`src/rtl/lbp_pkg.sv`:
```
// ---------------------------------------------------------------------------
// LBP package
// Shared widths, register codes and the command flag type of the 3x3 local
// binary pattern block.
// ---------------------------------------------------------------------------
package lbp_pkg;

   localparam int PIX_W        = 8;
   localparam int CODE_W       = 8;
   localparam int ROW_W        = 13;
   localparam int OUT_ROW_W    = 12;
   localparam int OUT_COL_W    = 11;
   localparam int RSP_DATA_W   = 32;
   localparam int WIDTH_REG_W  = 12;
   localparam int HEIGHT_REG_W = 13;
   localparam int CSR_IDX_W    = 1;
   localparam int CSR_DATA_W   = 13;

   localparam logic [CSR_IDX_W-1:0] CSR_IMAGE_WIDTH  = 1'b0;
   localparam logic [CSR_IDX_W-1:0] CSR_IMAGE_HEIGHT = 1'b1;

   localparam logic [WIDTH_REG_W-1:0]  WIDTH_RESET  = 12'd640;
   localparam logic [HEIGHT_REG_W-1:0] HEIGHT_RESET = 13'd480;

   // Classification of one item, made by the front and carried out by the back.
   typedef struct packed {
      logic drain;      // item belongs to the zero row below the image
      logic first_col;  // column zero: window is cleared before the shift
      logic end_row;    // last column: a zero column follows
      logic mid_ok;     // a row lies above the incoming one
      logic top_ok;     // two rows lie above the incoming one
   } lbp_flags_type;

endpackage

```
`src/rtl/lbp_front.sv`:
```
// ---------------------------------------------------------------------------
// LBP front
// Holds the size registers and the raster position, drops items that do not
// fit the current phase and classifies the others for the back.
// ---------------------------------------------------------------------------
module lbp_front #(
   parameter int MAX_WIDTH  = 2048,
   parameter int MAX_HEIGHT = 4096
) (
   input  logic                                clock,
   input  logic                                reset,
   input  logic                                csr_valid,
   output logic                                csr_ready,
   input  logic [lbp_pkg::CSR_IDX_W-1:0]       csr_index,
   input  logic [lbp_pkg::CSR_DATA_W-1:0]      csr_wdata,
   input  logic                                in_valid,
   input  logic                                in_ready,
   input  logic                                in_action,
   input  logic [lbp_pkg::PIX_W-1:0]           in_pixel,
   output logic                                cmd_valid,
   output lbp_pkg::lbp_flags_type              cmd_flags,
   output logic [lbp_pkg::ROW_W-1:0]           cmd_row,
   output logic [$clog2(MAX_WIDTH)-1:0]        cmd_col,
   output logic [lbp_pkg::PIX_W-1:0]           cmd_pixel
);

   import lbp_pkg::*;

   localparam int CW   = $clog2(MAX_WIDTH);
   localparam int CMPW = (CW + 1 > WIDTH_REG_W) ? CW + 1 : WIDTH_REG_W;
   localparam int HCW  = ($clog2(MAX_HEIGHT + 1) > ROW_W + 1) ?
                         $clog2(MAX_HEIGHT + 1) : ROW_W + 1;

   logic [WIDTH_REG_W-1:0]  width_ff;
   logic [HEIGHT_REG_W-1:0] height_ff;
   logic [ROW_W-1:0]        row_ff, row_in;
   logic [CW-1:0]           col_ff, col_in;
   logic                    drain_ff, drain_in;
   logic                    take;
   logic                    row_end, frame_end;
   logic [CMPW-1:0]         col_inc;
   logic [HCW-1:0]          row_inc;

   assign csr_ready = 1'b1;

   always_ff @(posedge clock) begin
      if (reset) begin
         width_ff  <= WIDTH_RESET;
         height_ff <= HEIGHT_RESET;
      end else if (csr_valid) begin
         unique case (csr_index)
            CSR_IMAGE_WIDTH:  width_ff  <= csr_wdata[WIDTH_REG_W-1:0];
            CSR_IMAGE_HEIGHT: height_ff <= csr_wdata[HEIGHT_REG_W-1:0];
         endcase
      end
   end

   // Items whose kind does not match the phase (pixel or drain row) are dropped.
   assign take = in_valid && in_ready && (in_action == drain_ff);

   always_comb begin
      col_inc   = CMPW'(col_ff) + CMPW'(1);
      row_inc   = HCW'(row_ff) + HCW'(1);
      row_end   = (col_inc >= CMPW'(width_ff)) || (col_ff == CW'(MAX_WIDTH - 1));
      frame_end = (row_inc >= HCW'(height_ff)) || (row_inc >= HCW'(MAX_HEIGHT));
      row_in    = row_ff;
      col_in    = col_ff;
      drain_in  = drain_ff;
      if (take) begin
         if (row_end) begin
            col_in = '0;
            if (drain_ff) begin
               row_in   = '0;
               drain_in = 1'b0;
            end else begin
               row_in = row_ff + 1'b1;
               if (frame_end) begin
                  drain_in = 1'b1;
               end
            end
         end else begin
            col_in = col_ff + 1'b1;
         end
      end
   end

   always_ff @(posedge clock) begin
      if (reset) begin
         row_ff   <= '0;
         col_ff   <= '0;
         drain_ff <= 1'b0;
      end else begin
         row_ff   <= row_in;
         col_ff   <= col_in;
         drain_ff <= drain_in;
      end
   end

   always_comb begin
      cmd_valid           = take;
      cmd_flags.drain     = drain_ff;
      cmd_flags.first_col = (col_ff == '0);
      cmd_flags.end_row   = row_end;
      cmd_flags.mid_ok    = (row_ff != '0);
      cmd_flags.top_ok    = (row_ff[ROW_W-1:1] != '0);
      cmd_row             = row_ff;
      cmd_col             = col_ff;
      cmd_pixel           = in_pixel;
   end

endmodule

```
`config.mk`:
```
export PLATFORM = sky130hd
export DESIGN_NAME = lbp_front
export DESIGN_NICKNAME = d
export VERILOG_FILES = /design/src/rtl/lbp_pkg.sv /design/src/rtl/lbp_front.sv
export SDC_FILE = /design/constraint.sdc
export NUM_CORES = 1
export LEC_CHECK = 0
export BUFFER_PORTS_ARGS = -buffer_cell sky130_fd_sc_hd__buf_2
export CORE_ASPECT_RATIO = 1.5
export CORE_MARGIN = 3
export CORE_UTILIZATION = 25
export DETAILED_ROUTE_END_ITERATION = 8
export PLACE_DENSITY = 0.45
export SYNTH_ARGS = -nofsm -noshare
export SYNTH_HDL_FRONTEND = slang
export SYNTH_SLANG_ARGS = --single-unit
export TNS_END_PERCENT = 50
```
`constraint.sdc`:
```
create_clock -name clock -period 3.6 [get_ports clock]
set_input_delay 0.18 -clock clock [delete_from_list [all_inputs] [get_ports clock]]
set_output_delay 0.18 -clock clock [all_outputs]
set_load 0.01 [all_outputs]
```
**Word-level counts from Yosys, hierarchy flattened**

Cells that the tools add are included.

- Bits in registers: 50
- Bits in latches: 0
- Memory bits (writable): 0
- Memory bits (read-only): 0
- Input port bits: 28
- Output and inout bits: 39
- Word-level logic and storage cells: 29
- Memories kept: 0

- Add/sub/neg operators: 4
- $mul: 0
- Div/mod/pow operators: 0
- $lt $le $gt $ge: 3
- Equal/unequal tests: 2
- Shift operators: 0
- Mux-type cells: 4
- Bitwise logic cells: 1
- Reductions and logical operators: 10

Operator list:

| kind | count |
|---|---|
| 13-bit by 1-bit adder with 14-bit output (second input constant) | 1 |
| 14-bit by 13-bit >= comparator with 1-bit output | 1 |
| 14-bit by 13-bit >= comparator with 1-bit output (second input constant) | 1 |
| 13-bit by 1-bit adder with 13-bit output (second input constant) | 1 |
| 13-bit 2-to-1 mux | 1 |
| 13-bit nonzero test | 1 |
| 11-bit by 1-bit adder with 12-bit output (second input constant) | 1 |
| 12-bit >= comparator | 1 |
| 12-bit nonzero test | 1 |
| 11-bit by 1-bit adder with 11-bit output (second input constant) | 1 |
| 11-bit == test (second input constant) | 1 |
| 11-bit zero test | 1 |
| 11-bit 2-to-1 mux | 1 |
| 2-bit AND reduction | 3 |
| 1-bit logical AND | 2 |
| 1-bit logical OR | 2 |
| 1-bit 2-to-1 mux | 2 |
| 1-bit == test | 1 |
| 1-bit inverter | 1 |

**Longest topological paths before layout**

- Depth after elaboration: 5
- Gate-level depth with buffers: 15
- Gate-level depth less buffers: 12

**Worst setup path after synthesis**

No wires, ideal clock.

- Path type: flip-flop to flip-flop
- From: register col_ff[0] (netlist: cmd_col[0])
- To: register row_ff[2] (netlist: cmd_row[2])
- Library setup time: 0.070 ns
- Arrival: 2.756 ns
- Required time: 3.530 ns
- Path slack: 0.774 ns
- Cell stages (with the launch flop): 13
- Path buffers: 0
- Clock period less this slack: 2.826 ns
- Cell sequence: dfxtp_1 ha_1 nand4_2 nor2_1 nand2_1 xnor2_1 ha_1 and4_1 nand3_1 nor3_2 o31ai_4 or4b_1 a21oi_1

- Cells in the longest elaborated chain, start to end: 4
- Elaborated cells on any way between the ends: 5
- Classes of those cells: add/sub (1); order compare (1); eq/ne (1); reduce/logical (2)

RTL lines:

| element | RTL line | text |
|---|---|---|
| from (decl) | lbp_front.sv:37 | `logic [CW-1:0] col_ff, col_in;` |
| from (signal assigned) | lbp_front.sv:94 | `col_ff <= col_in;` |
| 11-bit by 1-bit adder with 12-bit output | lbp_front.sv:62 | `col_inc = CMPW'(col_ff) + CMPW'(1);` |
| 12-bit >= comparator | lbp_front.sv:64 | `row_end = (col_inc >= CMPW'(width_ff)) \|\| (col_ff == CW'(MAX_WIDTH - 1));` |
| 1-bit logical OR * | lbp_front.sv:64 |  |
| 2-bit AND reduction (no line) * | - |  |
| to (signal assigned) | lbp_front.sv:93 | `row_ff <= row_in;` |
| to (decl) | lbp_front.sv:36 | `logic [ROW_W-1:0] row_ff, row_in;` |

Mark *: on every way between the ends. The rest lies on a longest branch, timed or not.
A chain may end at the register's enable or synchronous reset.

**Worst setup path in the final report**

- From: register col_ff[0] (netlist: cmd_col[0])
- To: register row_ff[6] (netlist: cmd_row[6])

The elaborated chain is that of the path after synthesis.

==> impl_metrics.yaml <==
status:
  status: "finished, final reports clean"
power:
  leakage_uw: 0.00159
  peakVddDrop_v: 0.000146
  powerDensity_mw_per_mm2: 357
  power_uw: 1340
worst_setup_path:
  crit_fanout: 15
  crit_path_start_kind: "register"
  critical_path_class: "reg2reg"
  required_ns: 3.74
  worstPathArrival_ns: 3.33
  worstSetupEndpointType: "register"
die:
  rows: 50
  core_mm2: 0.0126
  initial_utilization_pct: 25.8
  dieWidth_um: 99.1
  die_y_um: 146
  dieArea_mm2: 0.0144
  ios: 67
sta:
  worst_slew_pin_slew_ns: 1.01
  fin_skew_ns: 0.00614
  rsz0062_at_grt: "false"
  relSlewSlack_pct: 32.6
  setup-violations-final: 0
  hold_viol: 0
  fin_crit_sh_pct: 88.6
  finalMaxSlewViolations: 0
  fmax_mhz: 314
  tns_ns: 0
  fin_crit_ns: 3.19
yosys:
  async_reset_ff_share_pct: 0
  yosys_register_bits: 50
  avgSynthCellArea_um2: 7.75
  synthFlopType: "dfxtp_1"
  syn_nets: 476
  synth-seq-area-share_pct: 30.8
  synthCells: 419
  synth.yosys.warnings: 0
  synth_edf_count: 0
  synth_cell_types: 53
  syn_area_mm2: 0.00325
routing:
  dr.pass1.iters: 4
  drcViolationCount: 0
  dr_total_vias: 2853
  wl_mm: 8.27
  vias_per_cell: 4.72
  antenna_left: 0
  drt_iter0_drc: 92
  post_drt_wl_per_cell_um: 13.7
grt:
  antenna_found_initial: 1
  grt_max_degree: 55
  grtUsageTotal_pct: 11.7
  overflow: 0
  grt_pass1_wl_mm: 13.9
  grt_pass1_vias: 2814
final_layout:
  layout_common_cells: "nand2_1, dfxtp_1, buf_2, a21oi_1, inv_1"
  final_core_utilization_pct: 29.7
  drive_above_1_share_pct: 16.3
  final_common_cell: "nand2_1"
  area_growth_pct: 15.1
  antennaDiodeCount: 0
  fin_nets: 504
  nFillCells: 1397
job:
  drv_cap: 0
min_path:
  hold_path_class: "in2reg"
clock_network:
  path_clk_slew_ns: 0.07
  worstSkewPairLatency_ns: 0.29
  h-tree-depth: 2
  post-cts-setup-buffer-count: 0
  cts.repair.resized: 0
  clock-sinks: 50
  numCtsBuffers: 5
  clock_path_buffers: 2
  cts_tree: "yes"
  cts_hold_buffers: 0
  root_buffer: "clkbuf_16"
place:
  gp_congestion: 0.804
  numPortBuffers: 49
  dp_hpwl_mm: 6.39
## synthesized netlist by cell type, types with 2 or more instances
cell      number  area [um^2]
nand2_1       73          274
dfxtp_1       50         1000
a21oi_1       45          225
inv_1         31          116
ha_1          29          363
nand3_1       16         80.1
clkbuf_1      15         56.3
xnor2_1       15          131
buf_4         14          105
nor2_1        14         52.6
o21ai_1       11         55.1
nand3b_1       7         52.6
and3_1         6         37.5
nor2b_1        6         37.5
nor3_1         6         30.0
nor4_1         6         37.5
xor2_1         6         52.6
buf_2          5         25.0
nand4_1        5         31.3
or3b_1         5         43.8
a31oi_1        4         25.0
nand2b_1       4         25.0
or3_1          4         25.0
and2_1         3         18.8
or4_1          3         22.5
a211o_1        2         17.5
a21o_1         2         15.0
and4_1         2         17.5
buf_6          2         22.5
nor3_2         2         20.0
o21ai_0        2         10.0
o41ai_1        2         17.5
or4b_1         2         20.0
## layer usage
layer	part of all wire [%]	up-vias	track usage, %
met2	52	46	21.4
met1	43	1312	13.8
li1	-	1485	-
met5	0.085	-	0
met3	4.0	8	2.21
met4	0.99	2	2.80
## worst paths after layout
check | cells past startpoint | from | slack [ns] | end
max | 13 | cmd_col[0] | 0.41 | cmd_row[6]
min | 3 | csr_wdata[5] | 0.13 | height_ff[5]
min reg2reg | 2 | height_ff[4] | 0.45 | height_ff[4]
max reg2reg | 13 | cmd_col[0] | 0.41 | cmd_row[6]
## where the power goes
group / leakage [uW] / internal (uW) / total, uW / switching, uW
registers: 0.000407 / 571 / 584 / 13.7
logic: 0.00108 / 51.0 / 123 / 72.4
clock network: 0.0000971 / 417 / 628 / 211
total: 0.00159 / 1040 / 1340 / 297
## worst max-delay path: stages (launching register included)
cell	delay (ns)
dfxtp_1	0.45
ha_1	0.29
nand4_2	0.18
nor2_1	0.13
nand2_1	0.07
xnor2_1	0.22
ha_1	0.28
and4_1	0.17
a21oi_1	0.15
o211ai_2	0.14
o31ai_4	0.51
buf_4	0.24
or2_0	0.13
o41ai_1	0.07
## cell type report
type	count	area [um^2]	share of cell area (%)
multi-input combinational	301	1920	51.3
clock buffer	6	139	3.72
timing repair buffer	57	305	8.17
clock inverter	2	60.1	1.61
tap	156	195	5.22
inverter	32	120	3.21
sequential	50	1000	26.8
## registers in the layout, indices dropped and copies added, names as in the netlist
signal	flops
cmd_row	13
height_ff	13
width_ff	12
cmd_col	11
drain_ff	1
## metrics by stage
stage          std cells  worst slack (ns)  hold slack, ns  cell area (um^2)
3_3_place_gp         596             0.512           0.360              3540
2_1_floorplan        419             0.774           0.298              3250
3_5_place_dp         596             0.394           0.360              3540
5_1_grt              604            0.0981           0.126              3740
4_1_cts              604             0.381           0.119              3740
6_report             604             0.411           0.129              3740
## logic make-up after synthesis
group / share of synthesized area (%)
adders and majority gates: 11.2
xor gates and xnor gates: 5.66
AOI/OAI and AO/OA: 14.8
buffers and inverters: 10.1
other: 0.115
and+or+nand+nor: 27.2
DFF: 30.8
(Power assumes the default switching activity.)
