### src/rtl/lbp_cmd_queue.sv
// ---------------------------------------------------------------------------
// LBP command queue
// Small register FIFO that decouples the front classifier from the back.
// ---------------------------------------------------------------------------
module lbp_cmd_queue #(
   parameter int WIDTH = 32,
   parameter int DEPTH = 4
) (
   input  logic             clock,
   input  logic             reset,
   input  logic             in_valid,
   output logic             in_ready,
   input  logic [WIDTH-1:0] in_data,
   output logic             out_valid,
   input  logic             out_ready,
   output logic [WIDTH-1:0] out_data
);

   localparam int PW = $clog2(DEPTH);

   logic [WIDTH-1:0] mem_ff [DEPTH];
   logic [PW-1:0]    wr_ptr_ff, wr_ptr_in;
   logic [PW-1:0]    rd_ptr_ff, rd_ptr_in;
   logic [PW:0]      count_ff, count_in;
   logic             push, pop;

   assign in_ready  = (count_ff != (PW+1)'(DEPTH));
   assign out_valid = (count_ff != '0);
   assign out_data  = mem_ff[rd_ptr_ff];
   assign push      = in_valid && in_ready;
   assign pop       = out_valid && out_ready;

   always_comb begin
      wr_ptr_in = push ? PW'(wr_ptr_ff + 1'b1) : wr_ptr_ff;
      rd_ptr_in = pop  ? PW'(rd_ptr_ff + 1'b1) : rd_ptr_ff;
      count_in  = count_ff;
      if (push && !pop) begin
         count_in = count_ff + 1'b1;
      end else if (pop && !push) begin
         count_in = count_ff - 1'b1;
      end
   end

   always_ff @(posedge clock) begin
      if (reset) begin
         wr_ptr_ff <= '0;
         rd_ptr_ff <= '0;
         count_ff  <= '0;
      end else begin
         wr_ptr_ff <= wr_ptr_in;
         rd_ptr_ff <= rd_ptr_in;
         count_ff  <= count_in;
      end
   end

   always_ff @(posedge clock) begin
      if (push) begin
         mem_ff[wr_ptr_ff] <= in_data;
      end
   end

endmodule

### config.mk
export PLATFORM = sky130hd
export DESIGN_NAME = lbp_cmd_queue
export DESIGN_NICKNAME = d
export VERILOG_FILES = /design/src/rtl/lbp_cmd_queue.sv
export SDC_FILE = /design/constraint.sdc
export NUM_CORES = 1
export LEC_CHECK = 0
export ABC_AREA = 1
export ABC_CLOCK_PERIOD_IN_PS = 3000
export BUFFER_PORTS_ARGS = -buffer_cell sky130_fd_sc_hd__buf_4
export CAP_MARGIN = 15
export CELL_PAD_IN_SITES_DETAIL_PLACEMENT = 1
export CELL_PAD_IN_SITES_GLOBAL_PLACEMENT = 2
export CORE_ASPECT_RATIO = 1.25
export CORE_MARGIN = 10
export CORE_UTILIZATION = 40
export CTS_CLUSTER_DIAMETER = 80
export DETAILED_ROUTE_END_ITERATION = 10
export PLACE_DENSITY_LB_ADDON = 0.1
export SLEW_MARGIN = 40
export SYNTH_ARGS = -nofsm -noshare
export SYNTH_HDL_FRONTEND = slang
export SYNTH_SLANG_ARGS = --single-unit
export TNS_END_PERCENT = 30
### constraint.sdc
create_clock -name clock -period 3 [get_ports clock]
set_clock_uncertainty 0.05 [all_clocks]
set_input_delay 0.15 -clock clock [delete_from_list [all_inputs] [get_ports clock]]
set_output_delay 0.15 -clock clock [all_outputs]
set_load 0.01 [all_outputs]
---- Word-level counts from Yosys, hierarchy flattened ----
Memory sizes are Yosys's and may differ from the RTL's. A register that Yosys moved wholly into a read port is not among the register bits.
Cells that the tools add are included.
operators by class
  add/subtract/negate cells ............... 4
  equality and inequality tests ........... 1
  reductions and logical operators ........ 8
  muxes and demuxes ....................... 6
operators by type and width
  kind                   count
  $mux W3                2
  $add A2 B1 Y2 const B  2
  $logic_and A1 B1 Y1    4
  $mux W2                2
  $add A3 B1 Y3 const B  1
  $ne A3 B3 Y1 const B   1
  $reduce_bool A3 Y1     1
  $sub A3 B1 Y3 const B  1
  $logic_not A1 Y1       2
  $mux W1                2
  $reduce_bool A2 Y1     1
word-level totals
  output and inout bits ................... 34
  memory bits (writable) .................. 128
  input port bits ......................... 36
  register bits after elaboration ......... 7
  memories ................................ 1
memory list
  memory  depth  width  read ports  clocked after Yosys merged registers in  wr ports  RTL line  RTL
  mem_ff  4      32     1           1                                        1         21        logic [WIDTH-1:0] mem_ff [DEPTH];

---- Depth between registers and ports, before layout ----
Gate-level depths: netlist (run 1).
  depth after elaboration ................. 6
  gate-level depth with buffers ........... 13
  depth with buffers taken out ............ 13

---- Worst setup path after synthesis (run 1) ----
No wires, ideal clock.
  path type ............................... register to register
  start point ............................. register count_ff[0]
  end point ............................... memory mem_ff[1][0], enable pin
  period minus slack after synthesis ...... 2,487 ps
  slack ................................... 513 ps
  setup time .............................. 421 ps
  stages on the path, launching flop included .. 5
  required time ........................... 2,529 ps
  arrival time ............................ 2,016 ps
  cell sequence ........................... dfxtp_1 -> nor2_2 -> nand2_2 -> nand2_2 -> nor2_1
between the ends
  longest elaborated chain between the ends .. 4
RTL lines
  item                           RTL line  RTL
  from (decl)                    24        logic [PW:0] count_ff, count_in;
  from (signal assigned)         52        count_ff <= count_in;
  $ne A3 B3 Y1                   27        assign in_ready = (count_ff != (PW+1)'(DEPTH));
  named net in_ready             12        output logic in_ready,
  $logic_and A1 B1 Y1            30        assign push = in_valid && in_ready;
  $mux W1                        57        if (push) begin
  $mux W1 (implied by the code)  58        mem_ff[wr_ptr_ff] <= in_data;
  to (decl)                      21
The timed path passes the listed nets, and every way through them passes these cells.

==> impl_metrics.yaml, run 1 <==
synthesis:
  synth_area_leader_cell: "edfxtp_1"
  async_flop_share_pct: 0
  synth_top_area_share_pct: 72.9
  synth_edf_count: 128
  synth.ff_latch_count: 137
  synth_area_leaders: "edfxtp_1, nor2_1, o22ai_1"
  synth.distinct_cells: 22
  synthTopCellsByCount: "edfxtp_1, nor2_1, o21ai_0"
  yosys_warnings: 0
  yosysMostFrequentCell: "edfxtp_1"
  syn_nets: 419
  netlist_area_sq_um: 5270
  synth.avg_cell_area_sq_um: 14.0
  synthCells: 377
  seq_area_frac_synth_pct: 76.4
  ys.flop_type: "edfxtp_1"
die:
  die_x_microns: 123
  start_util_pct: 41.2
  core_area_sq_um: 12800
  rows: 46
  io_pins: 70
  die_y_microns: 148
  die-area_sq_um: 18200
pwr:
  power_frac_comb_pct: 24.8
  power.density_nw_per_um2: 865
  clockPowerShare_pct: 34.3
  internal-power_w: 0.00424
  p_seq_share_pct: 40.9
  p_switching_w: 0.00173
  vdd_drop_max_mv: 0.474
  p_leak_nw: 2.50
  swShare_pct: 29.0
timing:
  fmax_mhz: 438
  setup_viol: 0
  worst_pin_slew_ps: 698
  post-route-period-util_pct: 76.1
  hold_viol_final: 0
  slew_viol_final: 0
  fin_setup_tns_ps: 0
  fin_crit_ps: 2280
  timing.hold.ws_ps: 26.7
  rsz0062_at_grt: "no"
  slew_headroom_pct: 53.5
worst_setup_path:
  regToRegSetupSlack_ps: 990
  cp.required_ps: 2800
  path_class: "reg -> out"
  arrival_ps: 2080
  r2r-start: "count_ff[1]$_SDFFE_PP0P_"
  r2r_cells: 9
  r2r-end: "count_ff[1]$_SDFFE_PP0P_"
  endpoint_kind: "primary output"
  startpoint_type: "flop"
  cp_max_fo: 64
drt:
  antenna_left: 0
  first_pass_iters: 4
  routed_via_density: 4.98
  drt_iter0_markers: 123
  route.detailed.drc: 0
  postRouteWirelength_microns: 12000
  wl_per_cell_microns: 18.0
  num_vias: 3323
clock_network:
  htree_levels: 4
  clk_path_buf_depth: 2
  clock_sinks: 137
  clock_tree.root_cell: "clkbuf_16"
  clkTransAtPathRegs_ps: 50
  cts_buffers: 17
  cts_tree: "yes"
  worstSkewPairLatency_ps: 410
placement:
  gp_congestion: 0.720
  dpl.cell_count: 601
  port_buffers: 69
  dpl.hpwl_microns: 7230
worst_hold_path:
  hold_path_end: "rd_ptr_ff[0]$_SDFFE_PP0P_"
  hold_class: "in -> reg"
  min_from: "out_ready"
  whs_path_depth: 3
finish:
  finalCoreUtilization_pct: 54.0
  diodes: 0
  instances_no_fill: 667
  finalNetCount: 529
  final_layout_size_suffix_gt1_share_pct: 23.2
  area_growth_pct: 31.0
global_routing:
  grt_use_total_pct: 13.9
  grt_max_degree: 65
  first_global_vias: 3550
  grt_pass1_wl_microns: 19100
  grt_overflow: 0
  antenna_found_initial: 0
job:
  maxCapViolCount: 0
status:
  run_status: "completed"
[flip-flops by register name, summed over array words and instances (netlist names), named ones only]
signal / flops
mem_ff: 128
count_ff: 3
rd_ptr_ff: 2
wr_ptr_ff: 2
[cells in the final DEF, fill, tap and decap left out, drive strengths merged, types with 5 or more instances in the layout]
master	netlist	layout
buf	18	75
clkbuf	1	19
clkinv	0	7
dfxtp	9	9
dlygate4sd3	0	35
edfxtp	128	128
ha	5	5
inv	16	17
nand2	15	15
nor2	78	78
o21ai	65	65
o22ai	32	32
[logic make-up (layout without fill, tap and decap cells)]
logic type               Yosys count  after routing  share of synthesized area [%]
flip-flops                       137            137                           76.4
AND/OR/NAND/NOR                   98             98                           7.38
XOR/XNOR                           1              1                          0.166
AO/OA/AOI/OAI                    100            100                           10.3
adder cells (fa/ha/maj)            6              6                           1.57
buffers and inverters             35            157                           4.27
[layer usage]
metal  global-route usage (%)  routed length (microns)  vias up
li1                         -                        -     1611
met1                     15.8                     4940     1637
met2                     23.6                     6310       64
met3                     4.85                      623       11
met4                     4.96                      130        0
met5                        0                        0        -
[worst max-delay path by stage]
stage | from | endpoint | slack (ps) | cells past startpoint
after floorplan | count_ff[0]$_SDFFE_PP0P_ | mem_ff[1][0]$_DFFE_PP_ | 510 | 4
after global placement | count_ff[1]$_SDFFE_PP0P_ | count_ff[1]$_SDFFE_PP0P_ | 1050 | 9
after detailed placement | count_ff[1]$_SDFFE_PP0P_ | count_ff[1]$_SDFFE_PP0P_ | 980 | 9
after CTS | flop | out_data[13] | 680 | 4
after global routing | flop | out_data[18] | 560 | 4
final | flop | out_data[13] | 720 | 4
[power groups by stage]
stage,sequential (W),combinational [W],clock (W)
2_1_floorplan,0.00243,0.000882,0
3_3_place_gp,0.00247,0.00145,0
3_5_place_dp,0.00249,0.00149,0
4_1_cts,0.00245,0.00153,0.00209
5_1_grt,0.00247,0.00166,0.00219
6_report,0.00244,0.00148,0.00205
[through the flow]
step | cell area [sq um] | setup slack [ps] | total power, W
final | 6900 | 717 | 0.00597
after CTS | 6900 | 681 | 0.00607
after detailed placement | 5970 | 979 | 0.00397
after global routing | 6900 | 556 | 0.00631
after global placement | 5970 | 1050 | 0.00393
after floorplan | 5270 | 513 | 0.00331
[worst max-delay path, stage by stage (launching register included)]
cell and delay (ps):
dfxtp_2 770, inv_8 240, o21ai_1 270, o22ai_1 130
buf_4 160
[area by class of cell]
class | instances | area (sq um)
fill | 1283 | 5880
sequential | 137 | 4030
multi-input combinational | 205 | 1050
timing repair buffer | 110 | 963
clock buffer | 19 | 433
tap | 168 | 210
clock inverter | 12 | 151
inverter | 16 | 67.6
[what timing repair did]
item                       4_1_cts  5_1_grt
setup endpoints to repair        0        0
hold buffers                    35        0
gates resized for setup          0        0
hold endpoints to repair       134        0
buffers inserted                 0        0
No activity file was read; power rests on OpenSTA's default activity.
==> run 2, diff against run 1 <==
Settings changed: ABC_AREA 1 to 0, ABC_CLOCK_PERIOD_IN_PS 3000 to 2310, CORE_UTILIZATION 40 to 44.
Clock period 3 ns to 2.31 ns, I/O delays scaled along.
==> impl_metrics.yaml, run 2 <==
status:
  run_status: "completed"
synthesis:
  syn_nets: 257
  synth_area_leader_cell: "edfxtp_1"
  synth.distinct_cells: 24
  yosys_warnings: 0
  synth.avg_cell_area_sq_um: 23.9
  synth.ff_latch_count: 137
  seq_area_frac_synth_pct: 78.3
  synthTopCellsByCount: "edfxtp_1, mux4_2, dfxtp_1"
  async_flop_share_pct: 0
  synth_area_leaders: "edfxtp_1, mux4_2, dfxtp_1"
  netlist_area_sq_um: 5140
  synth_top_area_share_pct: 74.8
  ys.flop_type: "edfxtp_1"
  yosysMostFrequentCell: "edfxtp_1"
  synth_edf_count: 128
  synthCells: 215
die:
  die-area_sq_um: 16400
  die_y_microns: 141
  start_util_pct: 44.6
  rows: 44
  io_pins: 70
  core_area_sq_um: 11500
  die_x_microns: 117
placement:
  port_buffers: 69
  dpl.hpwl_microns: 6100
  dpl_cell_area_sq_um: 5870
  gp_congestion: 0.697
timing:
  slew_viol_final: 0
  rsz0062_at_grt: "no"
  hold_viol_final: 0
  fin_setup_tns_ps: 0
  worst_pin_slew_ps: 404
  fmax_mhz: 465
  post-route-period-util_pct: 93.0
  slew_headroom_pct: 73.1
  setup_viol: 0
  fin_crit_ps: 2150
drt:
  wl_per_cell_microns: 20.2
  routed_via_density: 5.12
  num_vias: 2489
  postRouteWirelength_microns: 9820
  drt_iter0_markers: 99
  first_pass_iters: 6
  antenna_left: 0
  route.detailed.drc: 0
finish:
  largest-register: "mem_ff"
  area_growth_pct: 32.3
  finalNetCount: 379
  largest_reg_flops: 128
  diodes: 0
  final_cell_mix: "edfxtp_1, buf_4, dlygate4sd3_1, mux4_2, clkbuf_16"
  final_layout_size_suffix_gt1_share_pct: 40.5
  layout_commonest_cell: "edfxtp_1"
  finalInstanceArea_sq_um: 6790
  top_regs: "mem_ff x128, count_ff x3"
worst_hold_path:
  hold_class: "in -> reg"
  min_from: "out_ready"
  whs_path_depth: 4
  hold_path_end: "rd_ptr_ff[0]$_SDFFE_PP0P_"
clock_network:
  clk_path_buf_depth: 2
  clock_tree.root_cell: "clkbuf_16"
  worstSkewPairLatency_ps: 400
  htree_levels: 4
  cts_setup_buffers: 0
  cts_tree: "yes"
  clock_sinks: 137
  clkTransAtPathRegs_ps: 50
  cts_buffers: 17
pwr:
  power.density_nw_per_um2: 1130
  vdd_drop_max_mv: 0.509
  p_leak_nw: 2.39
worst_setup_path:
  cp_slowest_cell: "fa_1"
  path_cells: "o31ai_2 > ha_1 > inv_1 > fa_1 > xor2_1 > or3_1 > a21oi_1"
  startpoint_type: "flop"
  path_class: "reg -> reg"
  regToRegSetupSlack_ps: 160
  arrival_ps: 2430
  r2r_cells: 7
  endpoint_kind: "flop"
  critPathMaxStageDelay_ps: 380
  cp.required_ps: 2600
  r2r-start: "count_ff[1]$_SDFFE_PP0P_"
  cp_max_fo: 6
  r2r-end: "count_ff[2]$_SDFFE_PP0P_"
global_routing:
  first_global_vias: 2838
  grt_pass1_wl_microns: 15600
  grt_use_total_pct: 12.8
  grt_max_degree: 33
  antenna_found_initial: 0
  grt_overflow: 0
job:
  maxCapViolCount: 0
## run 2: worst max-delay path by stage
| stage | startpoint | to |
|---|---|---|
| finish | count_ff[1]$_SDFFE_PP0P_ | count_ff[2]$_SDFFE_PP0P_ |
| global route | count_ff[1]$_SDFFE_PP0P_ | count_ff[2]$_SDFFE_PP0P_ |
| CTS | count_ff[1]$_SDFFE_PP0P_ | count_ff[2]$_SDFFE_PP0P_ |
| detailed placement | count_ff[0]$_SDFFE_PP0P_ | count_ff[2]$_SDFFE_PP0P_ |
| global placement | count_ff[0]$_SDFFE_PP0P_ | count_ff[2]$_SDFFE_PP0P_ |
| floorplan | count_ff[0]$_SDFFE_PP0P_ | count_ff[2]$_SDFFE_PP0P_ |
## run 2: layer usage
metal | GRT usage, % | vias to the layer above | share of wire (%)
met5 | 0 | - | 0
met4 | 4.50 | 0 | 0.81
met3 | 4.71 | 8 | 4.5
met2 | 21.7 | 54 | 53
met1 | 14.5 | 1288 | 41
li1 | - | 1139 | -
## run 2: worst max-delay path: cells and delay by family (launching register included)
family	cells	cell delay, ps
AOI/OAI and AO/OA	2	500
xor gates and xnor gates	1	180
adders and majority gates	2	630
buffers and inverters	1	60
DFF	1	370
and+or+nand+nor	1	300
## run 2: area by class of cell
cell class              count  area (sq um)
clock buffers              18           429
fillers                   986          4710
well taps                 138           173
clock inverters            12           158
inverters                   3          11.3
multi-input cells          67          1020
repair buffers            111           978
flip-flops and latches    137          4030
## run 2: cells by family after synthesis
| group | synth area share (%) |
|---|---|
| muxes | 14.8 |
| xor gates and xnor gates | 0.682 |
| DFF | 78.3 |
| AOI/OAI and AO/OA | 0.974 |
| and+or+nand+nor | 1.63 |
| buffers and inverters | 1.97 |
| adders and majority gates | 1.61 |
## run 2: metrics by stage
step | setup WS [ps] | power [W] | hold slack, ps | std cells | util [%]
2_1_floorplan | 239 | 0.00430 | 164 | 215 | -
3_3_place_gp | 238 | 0.00502 | 266 | 423 | 51.1
3_5_place_dp | 152 | 0.00505 | 270 | 423 | 51.1
4_1_cts | 145 | 0.00781 | 49.4 | 486 | 59.0
5_1_grt | 4.01 | 0.00803 | 91.8 | 486 | 59.0
6_report | 161 | 0.00766 | 67.5 | 486 | 59.0
## run 2: timing repair
action	4_1_cts	5_1_grt
endpoints found under the setup margin	0	1
hold endpoints to repair	135	0
hold buffers	33	0
resized for setup	0	1
## run 2: power by group
part / internal (W) / total (W) / switching (W) / leakage (nW)
clock network: 0.00177 / 0.00268 / 0.000912 / 0.287
registers: 0.00303 / 0.00318 / 0.000155 / 1.25
logic: 0.00100 / 0.00180 / 0.000800 / 0.850
total: 0.00580 / 0.00766 / 0.00187 / 2.39
==> run 3, diff against run 2 <==
--- a/constraint.sdc
+++ b/constraint.sdc
@@ -3,3 +3,3 @@
 set_input_delay 0.1155 -clock clock [delete_from_list [all_inputs] [get_ports clock]]
 set_output_delay 0.1155 -clock clock [all_outputs]
-set_load 0.01 [all_outputs]
+set_load 0.005 [all_outputs]
==> impl_metrics.yaml, run 3 (same netlist as run 2, synthesis figures left out) <==
worst_setup_path:
  arrival_ps: 2430
  regToRegSetupSlack_ps: 170
  r2r-end: "count_ff[2]$_SDFFE_PP0P_"
  r2r-start: "count_ff[0]$_SDFFE_PP0P_"
  endpoint_kind: "flop"
  startpoint_type: "flop"
  path_class: "reg -> reg"
  cp_max_fo: 6
  r2r_cells: 8
  cp.required_ps: 2600
timing:
  fmax_mhz: 467
  setup_viol: 0
  post-route-period-util_pct: 92.6
  slew_headroom_pct: 71.7
  fin_crit_ps: 2140
  fin_setup_tns_ps: 0
  fin_ws_ps: 171
  rsz0062_at_grt: "no"
  hold_viol_final: 0
  timing.hold.ws_ps: 45.9
  worst_pin_slew_ps: 424
  slew_viol_final: 0
clock_network:
  htree_levels: 4
  cts_tree: "yes"
  cts_buffers: 17
  clk_path_buf_depth: 2
  clock_tree.root_cell: "clkbuf_16"
  post_cts_resized: 0
  worstSkewPairLatency_ps: 410
  clkTransAtPathRegs_ps: 60
  clock_sinks: 137
global_routing:
  grt_pass1_wl_microns: 15900
  grt_overflow: 0
  first_global_vias: 2896
  grt_use_total_pct: 13.1
  antenna_found_initial: 0
  grt_max_degree: 26
drt:
  num_vias: 2493
  first_pass_iters: 4
  drt_iter0_markers: 81
  wl_per_cell_microns: 20.7
  postRouteWirelength_microns: 10100
  antenna_left: 0
  routed_via_density: 5.10
  route.detailed.drc: 0
die:
  die_x_microns: 117
  io_pins: 70
  core_area_sq_um: 11500
  start_util_pct: 44.6
  die_y_microns: 141
  rows: 44
  die-area_sq_um: 16400
finish:
  largest-register: "mem_ff"
  area_growth_pct: 31.7
  final_layout_size_suffix_gt1_share_pct: 41.6
  final_cell_mix: "edfxtp_1, buf_4, dlygate4sd3_1, mux4_2, clkbuf_16"
  diodes: 0
  layout_commonest_cell: "edfxtp_1"
  top_regs: "mem_ff x128, count_ff x3"
  finalNetCount: 380
  largest_reg_flops: 128
pwr:
  vdd_drop_max_mv: 0.539
  clockPowerShare_pct: 34.4
  internal-power_w: 0.00559
  p_switching_w: 0.00183
  power.density_nw_per_um2: 1100
  p_seq_share_pct: 42.8
  swShare_pct: 24.7
  p_leak_nw: 2.37
  power_frac_comb_pct: 22.7
status:
  run_status: "completed"
placement:
  dpl.hpwl_microns: 6270
  port_buffers: 69
  gp_congestion: 0.698
  dp_slack_ps: 163
worst_hold_path:
  min_from: "out_ready"
  hold_path_end: "rd_ptr_ff[0]$_SDFFE_PP0P_"
  whs_path_depth: 4
  hold_class: "in -> reg"
job:
  maxCapViolCount: 0
[run 3: per-stage QoR]
step           cells  instance area [sq um]  util [%]  total power (W)
6_report         489                   6760      58.8          0.00742
5_1_grt          489                   6760      58.8          0.00779
4_1_cts          489                   6760      58.8          0.00756
3_5_place_dp     424                   5870      51.0          0.00493
3_3_place_gp     424                   5870      51.0          0.00491
2_1_floorplan    215                   5140         -          0.00419
[run 3: worst max-delay path by stage]
stage,start,to,slack (ps)
floorplan,count_ff[0]$_SDFFE_PP0P_,count_ff[2]$_SDFFE_PP0P_,240
global placement,count_ff[0]$_SDFFE_PP0P_,count_ff[2]$_SDFFE_PP0P_,240
detailed placement,count_ff[0]$_SDFFE_PP0P_,count_ff[2]$_SDFFE_PP0P_,160
CTS,count_ff[0]$_SDFFE_PP0P_,count_ff[2]$_SDFFE_PP0P_,150
global route,count_ff[0]$_SDFFE_PP0P_,count_ff[2]$_SDFFE_PP0P_,10
finish,count_ff[0]$_SDFFE_PP0P_,count_ff[2]$_SDFFE_PP0P_,170
[run 3: what timing repair did]
action | CTS | global route
setup buffers | 0 | 0
hold buffers | 33 | 0
endpoints found under the hold margin | 135 | 0
[run 3: cell type report]
type / count / area, sq um
repair buffers: 112 / 973
inverters: 3 / 11.3
clock buffers: 20 / 437
well taps: 138 / 173
multi-input cells: 67 / 1020
fillers: 989 / 4740
clock inverters: 12 / 128
flip-flops and latches: 137 / 4030
[run 3: power by group through the flow]
| stage | combinational [W] | sequential, W | clock, W |
|---|---|---|---|
| 2_1_floorplan | 0.00104 | 0.00315 | 0 |
| 3_3_place_gp | 0.00169 | 0.00322 | 0 |
| 3_5_place_dp | 0.00169 | 0.00324 | 0 |
| 4_1_cts | 0.00175 | 0.00319 | 0.00263 |
| 5_1_grt | 0.00183 | 0.00322 | 0.00274 |
| 6_report | 0.00169 | 0.00318 | 0.00256 |
[run 3: critical path: stages, from the launching register on]
cell and delay [ps]:
dfxtp_1 470, nor2_1 130, a21boi_4 170, ha_1 200, inv_1 70, fa_1 370
xor2_1 170, or3_1 300, a21oi_1 150
[run 3: routing by layer]
metal  up-vias  wire, microns  track usage [%]
met4         0            158             5.87
met1      1277           4110             14.7
li1       1140              -                -
met5         -              0                0
met2        61           5490             22.5
met3        15            377             3.61
